`src/bmf_pkg.sv`:
```
// ----------------------------------------------------------------------------
// bmf_pkg
// Shared widths, register indexes, types and small tables for the 3x3 box
// mean filter.
// ----------------------------------------------------------------------------
package bmf_pkg;

  // Pixel and configuration widths
  localparam int PIX_W     = 16;
  localparam int CFG_W     = 11;
  localparam int DATA_W    = 32;
  localparam int PADDR_W   = 3;
  localparam int REG_IDX_W = PADDR_W - 2;

  // Register indexes on the configuration port
  localparam logic [REG_IDX_W-1:0] REG_FRAME_WIDTH  = 1'b0;
  localparam logic [REG_IDX_W-1:0] REG_FRAME_HEIGHT = 1'b1;

  // Reset value of both frame dimensions
  localparam logic [CFG_W-1:0] DIM_RESET = 11'd9;

  // Default frame limits
  localparam int MAX_WIDTH_DEF  = 1024;
  localparam int MAX_HEIGHT_DEF = 1024;

  // Arithmetic widths: a column sum of three pixels, a window sum of nine
  // pixels plus the rounding half, and the neighbour count (at most nine).
  localparam int CS_W     = PIX_W + 2;
  localparam int SUM_W    = PIX_W + 4;
  localparam int N_W      = 4;
  localparam int RECIP_SH = SUM_W;
  localparam int RECIP_W  = RECIP_SH + 1;

  // One column of the window: two lines from the line memory and the new pixel.
  typedef struct packed {
    logic [PIX_W-1:0] top;
    logic [PIX_W-1:0] mid;
    logic [PIX_W-1:0] bot;
  } pix_col_t;

  // Per-pixel window control worked out when the pixel is taken.
  typedef struct packed {
    logic emit;
    logic top_ok;
    logic bot_ok;
    logic left_ok;
    logic right_ok;
    logic last;
  } win_ctl_t;

  // Tag that travels with a sum through the divider.
  typedef struct packed {
    logic vld;
    logic last;
  } div_tag_t;

  // Zero becomes one, anything above the limit is saturated to the limit.
  function automatic logic [CFG_W-1:0] clamp_dim(logic [CFG_W-1:0] v, int unsigned maxv);
    logic [CFG_W-1:0] res;
    res = v;
    if (v == '0) begin
      res = CFG_W'(1);
    end else if ({{(32-CFG_W){1'b0}}, v} > maxv) begin
      res = CFG_W'(maxv);
    end
    return res;
  endfunction

  // floor(2^RECIP_SH / n) for every neighbour count that can occur.
  function automatic logic [RECIP_W-1:0] recip_of(logic [N_W-1:0] n);
    logic [RECIP_W-1:0] r;
    case (n)
      4'd1:    r = RECIP_W'((64'd1 << RECIP_SH) / 64'd1);
      4'd2:    r = RECIP_W'((64'd1 << RECIP_SH) / 64'd2);
      4'd3:    r = RECIP_W'((64'd1 << RECIP_SH) / 64'd3);
      4'd4:    r = RECIP_W'((64'd1 << RECIP_SH) / 64'd4);
      4'd6:    r = RECIP_W'((64'd1 << RECIP_SH) / 64'd6);
      4'd9:    r = RECIP_W'((64'd1 << RECIP_SH) / 64'd9);
      default: r = '0;
    endcase
    return r;
  endfunction

endpackage

```
`src/bmf_div.sv`:
```
// ----------------------------------------------------------------------------
// bmf_div
// Two-stage division of the rounded window sum by the neighbour count,
// using a reciprocal multiply followed by a single correction step.
// ----------------------------------------------------------------------------
module bmf_div (
  input  logic                        clk,
  input  logic                        rst_n,
  input  logic                        en,
  input  bmf_pkg::div_tag_t           in_tag,
  input  logic [bmf_pkg::SUM_W-1:0]   in_t,
  input  logic [bmf_pkg::N_W-1:0]     in_n,
  output bmf_pkg::div_tag_t           out_tag,
  output logic [bmf_pkg::PIX_W-1:0]   out_q
);

  import bmf_pkg::*;

  localparam int PROD_W = SUM_W + RECIP_W;
  localparam int QN_W   = SUM_W + N_W + 1;

  logic              a_vld_r;
  logic              a_last_r;
  logic [SUM_W-1:0]  a_t_r;
  logic [N_W-1:0]    a_n_r;
  logic              b_vld_r;
  logic              b_last_r;
  logic [SUM_W-1:0]  b_q_r;
  logic [SUM_W-1:0]  b_t_r;
  logic [N_W-1:0]    b_n_r;
  logic [PROD_W-1:0] prod;
  logic [SUM_W-1:0]  q_inc;
  logic [QN_W-1:0]   qn1;
  logic [SUM_W-1:0]  q;

  // Estimate of the quotient; it is exact or one short.
  assign prod = PROD_W'(a_t_r) * PROD_W'(recip_of(a_n_r));

  // Valid bits of both stages
  always_ff @(posedge clk) begin
    if (!rst_n) begin
      a_vld_r <= 1'b0;
      b_vld_r <= 1'b0;
    end else if (en) begin
      a_vld_r <= in_tag.vld;
      b_vld_r <= a_vld_r;
    end
  end

  // Operands and the registered estimate
  always_ff @(posedge clk) begin
    if (en) begin
      a_last_r <= in_tag.last;
      a_t_r    <= in_t;
      a_n_r    <= in_n;
      b_last_r <= a_last_r;
      b_q_r    <= prod[RECIP_SH +: SUM_W];
      b_t_r    <= a_t_r;
      b_n_r    <= a_n_r;
    end
  end

  // Correction: step the quotient up when one more multiple still fits.
  assign q_inc = b_q_r + SUM_W'(1);
  assign qn1   = QN_W'(q_inc) * QN_W'(b_n_r);
  assign q     = (QN_W'(b_t_r) >= qn1) ? q_inc : b_q_r;

  assign out_q   = q[PIX_W-1:0];
  assign out_tag = '{vld: b_vld_r, last: b_last_r};

endmodule

```
`config.mk`:
```
export PLATFORM = sky130hd
export DESIGN_NAME = bmf_div
export DESIGN_NICKNAME = d
export VERILOG_FILES = /design/src/bmf_pkg.sv /design/src/bmf_div.sv
export SDC_FILE = /design/constraint.sdc
export NUM_CORES = 1
export LEC_CHECK = 0
export BUFFER_PORTS_ARGS = -buffer_cell sky130_fd_sc_hd__buf_2
export CAP_MARGIN = 20
export CORE_ASPECT_RATIO = 0.8
export CORE_MARGIN = 2
export CORE_UTILIZATION = 45
export DETAILED_ROUTE_END_ITERATION = 10
export PLACE_DENSITY = 0.59
export SYNTH_ARGS = -nofsm -noshare
export SYNTH_HDL_FRONTEND = slang
export SYNTH_SLANG_ARGS = --single-unit
```
`constraint.sdc`:
```
create_clock -name clk -period 18.5 [get_ports clk]
set_input_delay 0.925 -clock clk [delete_from_list [all_inputs] [get_ports clk]]
set_output_delay 0.925 -clock clk [all_outputs]
set_load 0.005 [all_outputs]
```
-- Word-level counts from Yosys, hierarchy flattened
Index checks and enable logic that the tools add are counted.
- add/sub/neg operators: 1
- multiply operators: 2
- $lt $le $gt $ge: 1
- equality and inequality tests: 6
- muxes and demuxes: 2
- operators by type and width (cell ; number):
    case mux 21 bit (6 select lines) ; 1
    multiplier 20 x 21 -> 40 bit ; 1
    >= comparator 20 x 24 -> 1 bit ; 1
    multiplier 20 x 4 -> 24 bit ; 1
    adder 20 x 1 -> 20 bit, second input constant ; 1
    2-to-1 mux 16 bit ; 1
    equality test 4 x 2 -> 1 bit, second input constant ; 2
    equality test 4 x 3 -> 1 bit, second input constant ; 2
    equality test 4 x 1 -> 1 bit, second input constant ; 1
    equality test 4 bit, second input constant ; 1
- flip-flop bits (word level): 72
- bits of input ports: 29
- output and inout bits: 18

-- Depth between registers and ports, before layout
Gate-level depths: netlist (run 1).
- depth after elaboration: 4
- depth in mapped cells: 29
- gate-level depth less buffers: 28

-- Least setup slack after synthesis (run 1)
No wires, ideal clock.
- kind: flip-flop to flip-flop
- start: register a_n_r[1]
- end: register b_q_r[18] (data pin)
- setup time: 0.262 ns
- arrival time: 7.013 ns
- required time: 18.238 ns
- slack: 11.225 ns
- cell stages (with the launch flop): 28
- cell sequence: edfxtp_1 > inv_1 > nor4b_1 > a31o_2 > clkbuf_1 > nand2_1 > fa_1 > fa_1 > fa_1 > inv_1 > ha_1 > xnor2_1 > fa_1 > inv_1 > fa_1 > inv_1 > fa_1 > inv_1 > ha_1 > a211oi_1 > o21ai_1 > a221oi_2 > a31oi_1 > a221oi_2 > o211ai_1 > o211a_2 > o31ai_1 > xnor2_1
- longest elaborated chain between the ends: 3
- ends and longest elaborated chain (element ; RTL line ; source):
    start, declared ; bmf_div.sv:25 ; logic [N_W-1:0] a_n_r;
    start signal, assigned ; bmf_div.sv:55 ; a_n_r <= in_n;
    equality test 4 bit (tied with other cells) ; bmf_pkg.sv:72 ; case (n)
    case mux 21 bit (6 select lines) * ; bmf_pkg.sv:72 ;
    multiplier 20 x 21 -> 40 bit * ; bmf_div.sv:37 ; assign prod = PROD_W'(a_t_r) * PROD_W'(recip_of(a_n_r));
    via prod[38] ; bmf_div.sv:31 ; logic [PROD_W-1:0] prod;
    end signal, assigned ; bmf_div.sv:57 ; b_q_r <= prod[RECIP_SH +: SUM_W];
    end, declared ; bmf_div.sv:28 ; logic [SUM_W-1:0] b_q_r;
The timed path passes the listed nets; every way through them passes the cells marked *.
A chain may end at the register's enable or synchronous reset.

-- Worst setup path in the final report (run 1)
- start: register a_n_r[0]
- end: register b_q_r[19] (data pin)
Same word-level chain as after synthesis.

==> reports/results.txt, run 1 <==
The run finished with clean final reports. The repair_antennas step left the layout with diodes totalling 0. The most used flip-flop cell after synthesis was edfxtp_1. Based on the critical path, the design can be clocked at up to 113 MHz.

The capture point of the worst path was b_q_r[19]. The synthesized netlist contains 70 unique library cells. Counting flops with a built-in enable in the synthesized netlist gives 70.

Vertical extent of the die: 170 um. The per-instance average area after synthesis is 9.83 sq um, and the width of the die is 211 um. The design draws 0.00197 W. TritonCTS built the clock tree.

The run gives 9.65 ns as the worst-case register-to-register setup slack. Along the worst path, the maximum fanout reaches 14. The area share of the leading cell type in the synthesized netlist was 33.9%; the total via count after detailed routing was 10800. The detailed router finished its first iteration with 845 violations.

The via density per instance came out at 5.29. The worst register-to-register path ends at b_q_r[19]. The startpoint of the worst register-to-register path is a_n_r[0]. The post-detailed-placement cell area was 16200 sq um; the initial core utilization was 45.8%. For this run, the slowest stage of the critical path takes 0.75 ns. For the number of global-route vias before repair, the log shows 11600. Of the synthesized area, sequential elements account for 13.8%. For this run the aggregate overflow at the end of global routing stands at 0. Number of buffers created by CTS: 9.

Startpoint-to-endpoint class of the critical path: flip-flop to flip-flop. The number of cells on the worst reg-to-reg path is 25. The worst slew margin relative to its limit was 30.1%; the number of stages on the worst hold path was 0. The clock network latency to the later pin of the worst-skew pair is 0.34 ns, and the length of the first detailed-routing pass in iterations is 5. The final worst clock skew is 0.0142 ns, and the post-layout instance area is 16500 sq um. In this run the static leakage power is 8.95 nW. The tools report the count of yosys warnings during synthesis as 0. In the final design database the tool counted 2113 nets. The post-synthesis async set-or-reset flop share was 0%. The number of hold violations in the final report is 0, and the number of nets still failing antenna checks after routing is 0.

The initial antenna violation count is 0, and the data required time of the critical path is 18.57 ns. Post-synthesis to final-layout area growth: 6.57%. The post-detailed-placement half-perimeter wirelength is 34900 um.

Maximum clock path buffer count: 2. For the pin with the worst max-slew slack, the measured transition is 1.04 ns. The overall routing resource usage came out at 23.9%.

Setup violations remaining at the end of the flow were counted as 0. Ranked by total cell area, the synthesized netlist is headed by fa_1 (34%), ha_1 (17%), edfxtp_1 (14%). Counting every instance in the synthesized netlist gives 1574. The synthesized netlist occupies a cell area of 15500 sq um. The tools report the worst vdd rail ir drop as 87.9 uV. In this run the clock root is driven by a clkbuf_16. For this design the top-level I/O count stands at 47. Dominant cell type by area after synthesis: fa_1. The cell with the largest stage delay on the worst path is nor2b_1.

Max-cap violations in this run came to 0. After floorplanning, the core was sized to cover 33800 sq um. Buffers added to address setup during post-CTS repair amount to 0. After synthesis the netlist holds a flip-flop and latch count of 72.

The final worst-path setup slack is 9.65 ns, and the period utilization is 47.8%. The tree built by TritonCTS fans out to 72 sinks. Prior to clock tree synthesis, the placed netlist has a worst setup slack of 9.72 ns.

The die covers 35900 sq um. Adding up every negative setup slack in the final design gives 0 ns. The tools report the number of nets in the synthesized netlist as 2078.

Final estimated routing congestion in global placement: 0.948. Setup repair after global routing left no endpoint under its margin. Element type at the critical path end: a flip-flop. The path class of the tightest hold or removal check is flip-flop to flip-flop. Tracing the worst setup path back leads to its startpoint at a_n_r[0].

Input and output buffers added on the ports amount to 46. The run gives 8.92 ns as the arrival time of the worst setup path. Entering global routing, the biggest net connects 73 pins. Clock slew seen by the registers of the worst setup and hold paths: 0.07 ns. For this run, design rule violations remaining after detail routing come to 0. Counting I/O delays and the setup requirement, the final critical path takes 8.85 ns. The max-slew violation count is 0, and the total wire length is 39800 um.

The logs give 65400 um for the wire length of the first global-routing pass and 0 for the number of hold-repair buffers added at the cts stage. The share of the core filled with cells in the final layout came out at 48.8%. The number of rows in the core area was 60.

The H-tree was split into 3 levels. Critical path startpoint category: a flip-flop. The power per unit of standard cell area is 119 nW/um^2, and the number of gates resized after cts is 0.

The cell that appears most often on the critical path is fa_1. After detailed routing, the average wire length per cell comes to 19.4 um. The fraction of final layout cells with drive strength greater than 1 works out to 6.01%.
==> worst min-delay path by stage <==
stage	startpoint	end	slack, ns
after CTS	a_last_r	b_last_r	0.43
after detailed placement	a_last_r	b_last_r	0.41
after floorplan	a_last_r	b_last_r	0.40
after global routing	a_last_r	b_last_r	0.43
final	a_last_r	b_last_r	0.42
after global placement	a_last_r	b_last_r	0.40
==> placed cells by master (no fill, tap or decap), types with 3 or more instances in the layout <==
cell	count
a211oi_1	10
a21o_1	30
a21o_2	3
a21oi_1	44
and2_1	82
and3_1	29
buf_2	45
buf_4	5
clkbuf_16	9
edfxtp_1	70
fa_1	262
ha_1	213
inv_1	373
nand2_1	150
nand2b_1	11
nand3_1	15
nand4_1	5
nor2_1	33
nor2b_1	17
nor3_1	6
nor3b_1	4
o211ai_1	6
o21a_1	7
o21ai_0	21
o21bai_1	6
o31ai_1	4
xnor2_1	51
xor2_1	41
==> final cells by class <==
type | count | area (sq um)
fill | 3224 | 17300
clock buffer | 9 | 225
multi-input combinational | 1103 | 11800
clock inverter | 7 | 85.1
tap | 434 | 543
sequential | 72 | 2140
inverter | 373 | 1400
timing repair buffer | 50 | 263
==> flip-flops by register name (all words and copies together) (netlist names) <==
register / cells
a_last_r: 1
a_n_r: 4
a_t_r: 20
a_vld_r: 1
b_last_r: 1
b_n_r: 4
b_q_r: 20
b_t_r: 20
b_vld_r: 1
==> layer usage <==
layer	share of wire (%)	wire (um)	global-route usage, %
met5	0	0	0
met3	7.7	3080	4.17
met1	49	19500	37.4
met2	42	16700	35.0
met4	1.2	462	3.95
==> logic make-up after synthesis <==
logic type / synth area share (%)
AOI/OAI and AO/OA: 7.76
xor gates and xnor gates: 5.21
adders and majority gates: 51.1
buffers and inverters: 9.78
DFF: 13.8
muxes: 0.202
and+or+nand+nor: 12.1
==> power by group <==
part	internal, W	leakage (nW)	total [W]	switching (W)
Clock	0.000107	0.146	0.000186	0.0000789
Sequential	0.000222	0.709	0.000268	0.0000469
Combinational	0.000616	8.09	0.00151	0.000896
Total	0.000945	8.95	0.00197	0.00102
==> worst max-delay path: cells and delay by family (launching register included) <==
kind	cells	cell delay [ns]
compound gates	8	2.25
xor+xnor	2	0.26
fa+ha+maj	8	3.73
buf+inv	4	0.21
flops	1	0.50
simple gates	3	1.61
==> cell usage after synthesis (3+ instances only) <==
master and count:
a211oi_1 10, a21o_1 30, a21o_2 3, a21oi_1 44, and2_1 82, and3_1 29
clkbuf_1 23, edfxtp_1 70, fa_1 262, ha_1 213, inv_1 373, nand2_1 150
nand2b_1 11, nand3_1 15, nand4_1 5, nor2_1 33, nor2b_1 17, nor3_1 6
nor3b_1 4, nor4_1 3, o211ai_1 6, o21a_1 7, o21ai_0 21, o21bai_1 6
o31ai_1 4, xnor2_1 51, xor2_1 41
==> through the flow <==
step | instances | hold slack (ns)
finish | 2048 | 0.425
global route | 2048 | 0.434
CTS | 2048 | 0.426
detailed placement | 2032 | 0.413
global placement | 2032 | 0.401
floorplan | 1574 | 0.400
(Power assumes the default switching activity.)
==> inputs of run 2 (changes only) <==
- ABC_AREA: default -> 1
- PLACE_DENSITY: 0.59 -> 0.61
- clock period: 18.5 -> 8.1 ns (I/O delays scaled with it)
==> run 2 against run 1 <==
Hold slack worse by 0.21 ns. Total power is 140% higher. Largest power group unchanged. Final area is 3.9% higher. Synthesized area is 3.8% higher. Fmax is 20% higher. Critical endpoint is now b_q_r[12]. Clock power is 110% higher. Highest routed layer unchanged. Largest cell class unchanged.
==> reports/results.txt, run 2 <==
Most frequent standard cell in the layout excluding fill and tap cells: inv_1 (unchanged). The logs give 12400 (was 10800) for the total via count after detailed routing and 45100 um (was 39800 um) for the total wire length. Most frequent cells in the layout: inv_1 (485), nand2_1 (311), fa_1 (262) (was inv_1 (373), fa_1 (262), ha_1 (213)). Wire length of the first global-routing pass: 72200 um (was 65400 um).

The tools report the total die area as 37200 sq um (was 35900 sq um). Worst-case hold path end point: a_t_r[0] (was b_last_r). The post-detailed-placement half-perimeter wirelength was 40200 um (was 34900 um). The sum of buffers and inverters on the critical path was 7 (was 4). The summed instance area of the synthesized netlist was 16100 sq um (was 15500 sq um); the vertical extent of the die was 173 um (was 170 um).

The tools report the maximum clock path buffer count as 2 (unchanged). Number of hold violations in the final report: 0 (unchanged). The worst stage delay on the critical path came out at 0.58 ns (was 0.75 ns). The switching power share of the total is 56.4% (was 51.9%), and the design internal power is 0.00208 W (was 0.000945 W).

The run gives 0.0125 ns (was 0.0142 ns) as the final worst clock skew. The cell with the largest stage delay on the worst path is fa_1 (was nor2b_1). The number of primary I/O pins is 47 (unchanged). Cell family with the largest share of critical-path delay: adder cells (unchanged). The logs give 0.00270 W (was 0.00102 W) for the net load switching power and 37.5% (was 30.1%) for the worst slew margin relative to its limit. The tools report the DRC violation count after routing as 0 (unchanged). The largest fanout on the critical path was 17 (was 14); the final estimated routing congestion in global placement was 1.02 (was 0.948).

The tools report the number of different library cells in the post-synthesis netlist as 46 (was 70). The data required time of the critical path is 8.19 ns (was 18.57 ns), and the leakage dissipation is 9.54 nW (was 8.95 nW). The width of the die works out to 215 um (was 211 um). The worst hold path startpoint was in_t[0] (was a_last_r). The overall routing resource usage is 25.3% (was 23.9%). TritonCTS built the clock tree.

The total grt overflow was 0 (unchanged). The logs give 136 MHz (was 113 MHz) for the upper clock frequency limit and 72 (unchanged) for the number of clock sinks. The max capacitance violation total was 0 (unchanged). Number of buffers created by CTS: 9 (unchanged). The startpoint of the worst register-to-register path was a_n_r[3] (was a_n_r[0]). For the number of nets still failing antenna checks after routing, the log shows 0 (unchanged).

The count of input and output buffers came out at 46 (unchanged). The most frequently used cell type in the post-synthesis netlist is inv_1 (unchanged). Worst reg-to-reg path cell count: 26 (was 25).

The critical path's most frequent cell is fa_1 (unchanged). The number of global-route vias before repair was 12600 (was 11600); the post-synthesis cell count was 1894 (was 1574). The logs give 1046 (was 845) for the number of DRC markers in iteration 0 and 0 (unchanged) for the initial antenna violation count. The run gives 7.44 ns (was 8.92 ns) as the arrival time of the worst setup path. The power per unit of standard cell area is 279 nW/um^2 (was 119 nW/um^2), and the setup fix buffers added after clock tree synthesis is 0 (unchanged). The combinational share of power is 79.3% (was 76.9%), and the area share of the leading cell type in the synthesized netlist is 32.7% (was 33.9%).

The final critical delay including setup and external delays is 7.35 ns (was 8.85 ns), and the routed length per instance is 18.7 um (was 19.4 um). The number of gates resized after cts was 0 (unchanged); the per-instance average area after synthesis was 8.48 sq um (was 9.83 sq um). The post-synthesis to final-layout area growth is 6.69% (was 6.57%). The fraction of final layout cells with drive strength greater than 1 was 5.20% (was 6.01%); the clock slew seen by the registers of the worst setup and hold paths was 0.07 ns (about the same). The run gives 49.0% (was 48.8%) as the share of the core filled with cells in the final layout.

The sequential element share of the synthesized area is 13.3% (was 13.8%). The number of stages on the worst hold path works out to 1 (was 0). The max-slew violation count came out at 0 (unchanged).

The most used flip-flop cell after synthesis is edfxtp_1 (unchanged). The largest net degree at the start of global routing was 74 (was 73); the length of the first detailed-routing pass in iterations was 5 (unchanged). The endpoint of the most critical register-to-register path was b_q_r[12] (was b_q_r[19]). The number of rows in the core area was 61 (was 60). The count of yosys warnings during synthesis came out at 0 (unchanged). Largest registers: a_t_r x20, b_q_r x20, b_t_r x20 (unchanged).

The tools report the element type at the critical path end as a flip-flop (unchanged). Worst vdd rail ir drop: 192 uV (was 87.9 uV). Setup repair after global routing left no endpoint under its margin. The tools report the number of antenna cells inserted as 0 (unchanged). The number of flops mapped to enable cells by yosys came out at 70 (unchanged). The clock network latency to the later pin of the worst-skew pair is 0.36 ns (was 0.34 ns). The flow ran to the end, and the final reports show no timing, DRC or antenna violations. The transition time at the pin with the least slew margin is 0.937 ns (was 1.04 ns), and the summed negative setup slack over all endpoints is 0 ns (unchanged). The initial core utilization was 46.0% (was 45.8%); the area of the core was 35000 sq um (was 33800 sq um). The period utilization is 90.7% (was 47.8%). The startpoint-to-endpoint class of the critical path was flip-flop to flip-flop (unchanged).

The tools report the worst-case register-to-register setup slack as 0.75 ns (was 9.65 ns). For the number of hold-repair buffers added at the cts stage, the log shows 0 (unchanged). CTS H-tree depth: 3 (unchanged).

Leading post-synthesis cells by instance count: inv_1 (485), nand2_1 (311), fa_1 (262) (was inv_1 (373), fa_1 (262), ha_1 (213)). The net count of the finished layout is 2442 (was 2113), and the sequential fraction of design power is 12.4% (was 13.6%). The run gives 8.3% (was 9.5%) as the part of the power in the clock network. Class of the worst hold path: input pin to flip-flop (was flip-flop to flip-flop). For the total of endpoints with negative setup slack in the final report, the log shows 0 (unchanged).

The tools report the critical path startpoint category as a flip-flop (unchanged). The dominant cell type by area after synthesis is fa_1 (unchanged). The number of nets in the synthesized netlist was 2398 (was 2078); the synthesis-stage register bit count was 72 (unchanged). Leading cell types by total area after synthesis: fa_1 (33%), ha_1 (17%), edfxtp_1 (13%) (was fa_1 (34%), ha_1 (17%), edfxtp_1 (14%)). The via density per instance is 5.12 (was 5.29). Buffer type at the clock tree root: clkbuf_16 (unchanged).

Post-synthesis async set-or-reset flop share: 0% (unchanged).
run 2: worst reg2reg max path, delay by kind of cell (launching register included):
family | cells | cell delay (ns)
AO/OA/AOI/OAI | 3 | 0.70
AND/OR/NAND/NOR | 8 | 1.32
buffers and inverters | 7 | 0.67
adder cells (fa/ha/maj) | 8 | 3.95
flip-flops | 1 | 0.44
run 2: power by group through the flow:
stage | clock (W) | sequential (W) | combinational, W
6_report | 0.000397 | 0.000593 | 0.00380
2_1_floorplan | 0 | 0.000554 | 0.00268
5_1_grt | 0.000425 | 0.000601 | 0.00434
3_5_place_dp | 0 | 0.000600 | 0.00369
4_1_cts | 0.000409 | 0.000592 | 0.00374
3_3_place_gp | 0 | 0.000599 | 0.00366
run 2: metrics by stage:
| step | area (sq um) | hold WS, ns | total power [W] | worst slack (ns) | cells |
|---|---|---|---|---|---|
| floorplan | 16100 | 0.400 | 0.00323 | 1.35 | 1894 |
| global placement | 16800 | 0.411 | 0.00426 | 1.00 | 2399 |
| detailed placement | 16800 | 0.413 | 0.00429 | 0.821 | 2399 |
| CTS | 17100 | 0.200 | 0.00475 | 0.800 | 2415 |
| global route | 17100 | 0.199 | 0.00537 | 0.232 | 2415 |
| finish | 17100 | 0.216 | 0.00479 | 0.750 | 2415 |
run 2: cells by family (layout without fill, tap and decap cells):
logic type / after synthesis / after routing / synth area share, %
compound gates: 172 / 172 / 6.18
xor+xnor: 67 / 67 / 3.65
fa+ha+maj: 475 / 475 / 49.2
buf+inv: 515 / 564 / 12.2
flops: 72 / 72 / 13.3
simple gates: 593 / 593 / 15.4
run 2: routing by layer:
metal / share of wire [%] / GRT usage [%]
met1: 51 / 39.9
met2: 40 / 35.6
met3: 8.1 / 5.56
met4: 1.3 / 3.97
met5: 0 / 0
run 2: final cells by class:
class / instances / area (sq um)
clock buffer: 9 / 225
clock inverter: 7 / 71.3
fill: 3447 / 17800
inverter: 495 / 1860
multi-input combinational: 1307 / 12000
sequential: 72 / 2140
tap: 472 / 591
timing repair buffer: 53 / 285
run 2: how the worst max path moves through the flow:
stage	start	endpoint	slack [ns]	depth (start not counted)
after floorplan	a_n_r[3]	b_q_r[13]	1.35	31
after CTS	a_n_r[3]	b_q_r[14]	0.80	27
after detailed placement	a_n_r[3]	b_q_r[14]	0.82	27
final	a_n_r[3]	b_q_r[12]	0.75	26
after global routing	a_n_r[3]	b_q_r[12]	0.23	28
after global placement	a_n_r[3]	b_q_r[14]	1.00	27
==> inputs of run 3 (changes only) <==
- CELL_PAD_IN_SITES_DETAIL_PLACEMENT: default -> 0
- CELL_PAD_IN_SITES_GLOBAL_PLACEMENT: default -> 1
- PLACE_DENSITY: 0.61 -> 0.77
==> run 3 against run 2 <==
Via count up 0.44%. Final cell count up 0.12%. Clock power shrank 3%. Final area hardly changed. Sequential power about the same. Non-clock buffer count is 3 higher. Combinational power is 5.5% higher. Sequential cell count unchanged. First-iteration DRC count rose by 0.76%. Die area did not move. Clock skew is 0.0012 ns lower. Critical endpoint is now b_q_r[10]. Largest cell class unchanged.
==> reports/results.txt, run 3 (synthesis results as in run 2) <==
The final worst clock skew is 0.0113 ns (was 0.0125 ns). The upper clock frequency limit was 131 MHz (was 136 MHz); the post-synthesis to final-layout area growth was 6.71% (was 6.69%). The period utilization is 94.3% (was 90.7%), and the power per unit of standard cell area is 291 nW/um^2 (was 279 nW/um^2). For the total die area, the log shows 37200 sq um (unchanged). The share of the core filled with cells in the final layout was 49.0% (about the same); the total via count after detailed routing was 12400 (about the same). The run gives 27.5% (was 25.3%) as the overall routing resource usage. The worst vdd rail ir drop is 300 uV (was 192 uV).

The sum of buffers and inverters on the critical path is 8 (was 7). Most frequent standard cell in the layout excluding fill and tap cells: inv_1 (unchanged). The vertical extent of the die works out to 173 um (unchanged). Most frequent cells in the layout: inv_1 (485), nand2_1 (311), fa_1 (262) (unchanged). The worst-case register-to-register setup slack is 0.46 ns (was 0.75 ns).

Final estimated routing congestion in global placement: 0.974 (was 1.02). The clock slew seen by the registers of the worst setup and hold paths is 0.07 ns (about the same), and the sequential cell area is 2140 sq um (unchanged). The via density per instance works out to 5.14 (was 5.12). The run gives 61 (unchanged) as the number of rows in the core area. The tools report the total wire length as 48800 um (was 45100 um). For the leakage dissipation, the log shows 9.54 nW (about the same). The tools report the number of buffers created by CTS as 9 (unchanged). For the number of hold violations in the final report, the log shows 0 (unchanged). The logs give 36.1% (was 37.5%) for the worst slew margin relative to its limit and 76800 um (was 72200 um) for the wire length of the first global-routing pass.

Summed negative setup slack over all endpoints: 0 ns (unchanged). The fraction of final layout cells with drive strength greater than 1 is 5.34% (was 5.20%), and the max capacitance violation total is 0 (unchanged). The CTS H-tree depth was 3 (unchanged); the number of primary I/O pins was 47 (unchanged).

The number of nets still failing antenna checks after routing is 0 (unchanged), and the number of stages on the worst hold path is 1 (unchanged). The cell with the largest stage delay on the worst path was fa_1 (unchanged). The worst hold path startpoint was in_t[18] (was in_t[0]). The total power draw is 0.00499 W (was 0.00479 W). The number of clock sinks came out at 72 (unchanged). For the max-slew violation count, the log shows 0 (unchanged). The total number of cells along the worst setup path came out at 27 (was 26). For the number of antenna cells inserted, the log shows 0 (unchanged). The run finished with clean final reports. The count of input and output buffers works out to 46 (unchanged). The critical path's most frequent cell is fa_1 (unchanged).

The run gives 12000 sq um (unchanged) as the area of the multi-input gates. The endpoint of the most critical register-to-register path was b_q_r[10] (was b_q_r[12]). The cell family with the largest share of critical-path delay was adder cells (unchanged).

The worst stage delay on the critical path was 0.60 ns (was 0.58 ns); the maximum clock path buffer count was 2 (unchanged). The number of global-route vias before repair came out at 12800 (was 12600). The startpoint-to-endpoint class of the critical path was flip-flop to flip-flop (unchanged). The DRC violation count after routing was 0 (unchanged). Buffer type at the clock tree root: clkbuf_16 (unchanged). The data required time of the critical path was 8.19 ns (about the same); the initial core utilization was 46.0% (unchanged). Number of hold-repair buffers added at the cts stage: 0 (unchanged).

Total of endpoints with negative setup slack in the final report: 0 (unchanged). Largest registers: a_t_r x20, b_q_r x20, b_t_r x20 (unchanged). The transition time at the pin with the least slew margin was 0.959 ns (was 0.937 ns). The net count of the finished layout is 2445 (was 2442), and the worst reg-to-reg path cell count is 27 (was 26). Total grt overflow: 0 (unchanged). The final critical delay including setup and external delays came out at 7.64 ns (was 7.35 ns). Setup repair after global routing left no endpoint under its margin. The tools report the largest net degree at the start of global routing as 74 (unchanged). The largest fanout on the critical path works out to 17 (unchanged). For the fill cell total of the finished layout, the log shows 3485 (was 3447). The tools report the critical path startpoint category as a flip-flop (unchanged). The number of DRC markers in iteration 0 is 1054 (was 1046).

The tools report the startpoint of the worst register-to-register path as a_n_r[3] (unchanged). The width of the die came out at 215 um (unchanged). The element type at the critical path end was a flip-flop (unchanged). The clock network latency to the later pin of the worst-skew pair is 0.37 ns (was 0.36 ns), and the routed length per instance is 20.2 um (was 18.7 um). The run gives 43200 um (was 40200 um) as the post-detailed-placement half-perimeter wirelength. The worst-case hold path end point is a_t_r[18] (was a_t_r[0]). TritonCTS built the clock tree. The run gives 35000 sq um (unchanged) as the area of the core. Arrival time of the worst setup path: 7.73 ns (was 7.44 ns).

The initial antenna violation count came out at 0 (unchanged). The class of the worst hold path was input pin to flip-flop (unchanged). The run gives 5 (unchanged) as the length of the first detailed-routing pass in iterations.
==> run 3: timing repair <==
item,4_1_cts,5_1_grt
buffers inserted,0,0
endpoints found under the setup margin,0,3
gates resized for setup,0,2
==> run 3: cell type report <==
type / instances / area share (%)
clock inverter: 7 / 0.321
timing repair buffer: 56 / 1.78
sequential: 72 / 12.5
tap: 472 / 3.45
multi-input combinational: 1307 / 69.8
inverter: 495 / 10.8
clock buffer: 9 / 1.31
==> run 3: metrics by stage <==
| step | worst slack, ns | cells | cell area [sq um] | hold slack, ns |
|---|---|---|---|---|
| 2_1_floorplan | 1.35 | 1894 | 16100 | 0.400 |
| 3_3_place_gp | 0.576 | 2402 | 16900 | 0.403 |
| 3_5_place_dp | 0.517 | 2402 | 16900 | 0.411 |
| 4_1_cts | 0.462 | 2418 | 17100 | 0.197 |
| 5_1_grt | 0.0166 | 2418 | 17100 | 0.197 |
| 6_report | 0.464 | 2418 | 17100 | 0.209 |
==> run 3: where the power goes <==
group	internal (W)	total (W)	switching [W]
Combinational	0.00140	0.00401	0.00261
Sequential	0.000506	0.000592	0.0000859
Clock	0.000210	0.000386	0.000177
==> run 3: per-layer routing <==
layer	routed length (um)	track usage [%]
met2	17900	34.6
met5	0	0
met1	24700	44.1
met4	584	3.79
met3	5630	11.0
==> run 3: worst max path at each step <==
stage                         from   endpoint
after floorplan           a_n_r[3]  b_q_r[13]
after CTS                 a_n_r[3]  b_q_r[14]
after global placement    a_n_r[3]  b_q_r[14]
after detailed placement  a_n_r[3]  b_q_r[14]
after global routing      a_n_r[3]  b_q_r[10]
final                     a_n_r[3]  b_q_r[10]
==> run 3: worst reg2reg max path, stage by stage, from the launching register on <==
cell and delay (ns):
edfxtp_1 0.41, nor2_1 0.21, inv_1 0.10, nor3_4 0.22
clkinv_1 0.11, buf_4 0.22, nand2_1 0.15, inv_2 0.18
nor2_1 0.24, inv_1 0.09, fa_1 0.60, inv_1 0.08
fa_1 0.56, fa_1 0.46, fa_1 0.52, fa_1 0.53
fa_1 0.53, inv_1 0.07, fa_1 0.51, inv_1 0.05
ha_1 0.30, nand2_1 0.15, nor2_1 0.08, nand3_1 0.08
o2111ai_1 0.18, a21oi_1 0.39, o21bai_1 0.17, xor2_1 0.19
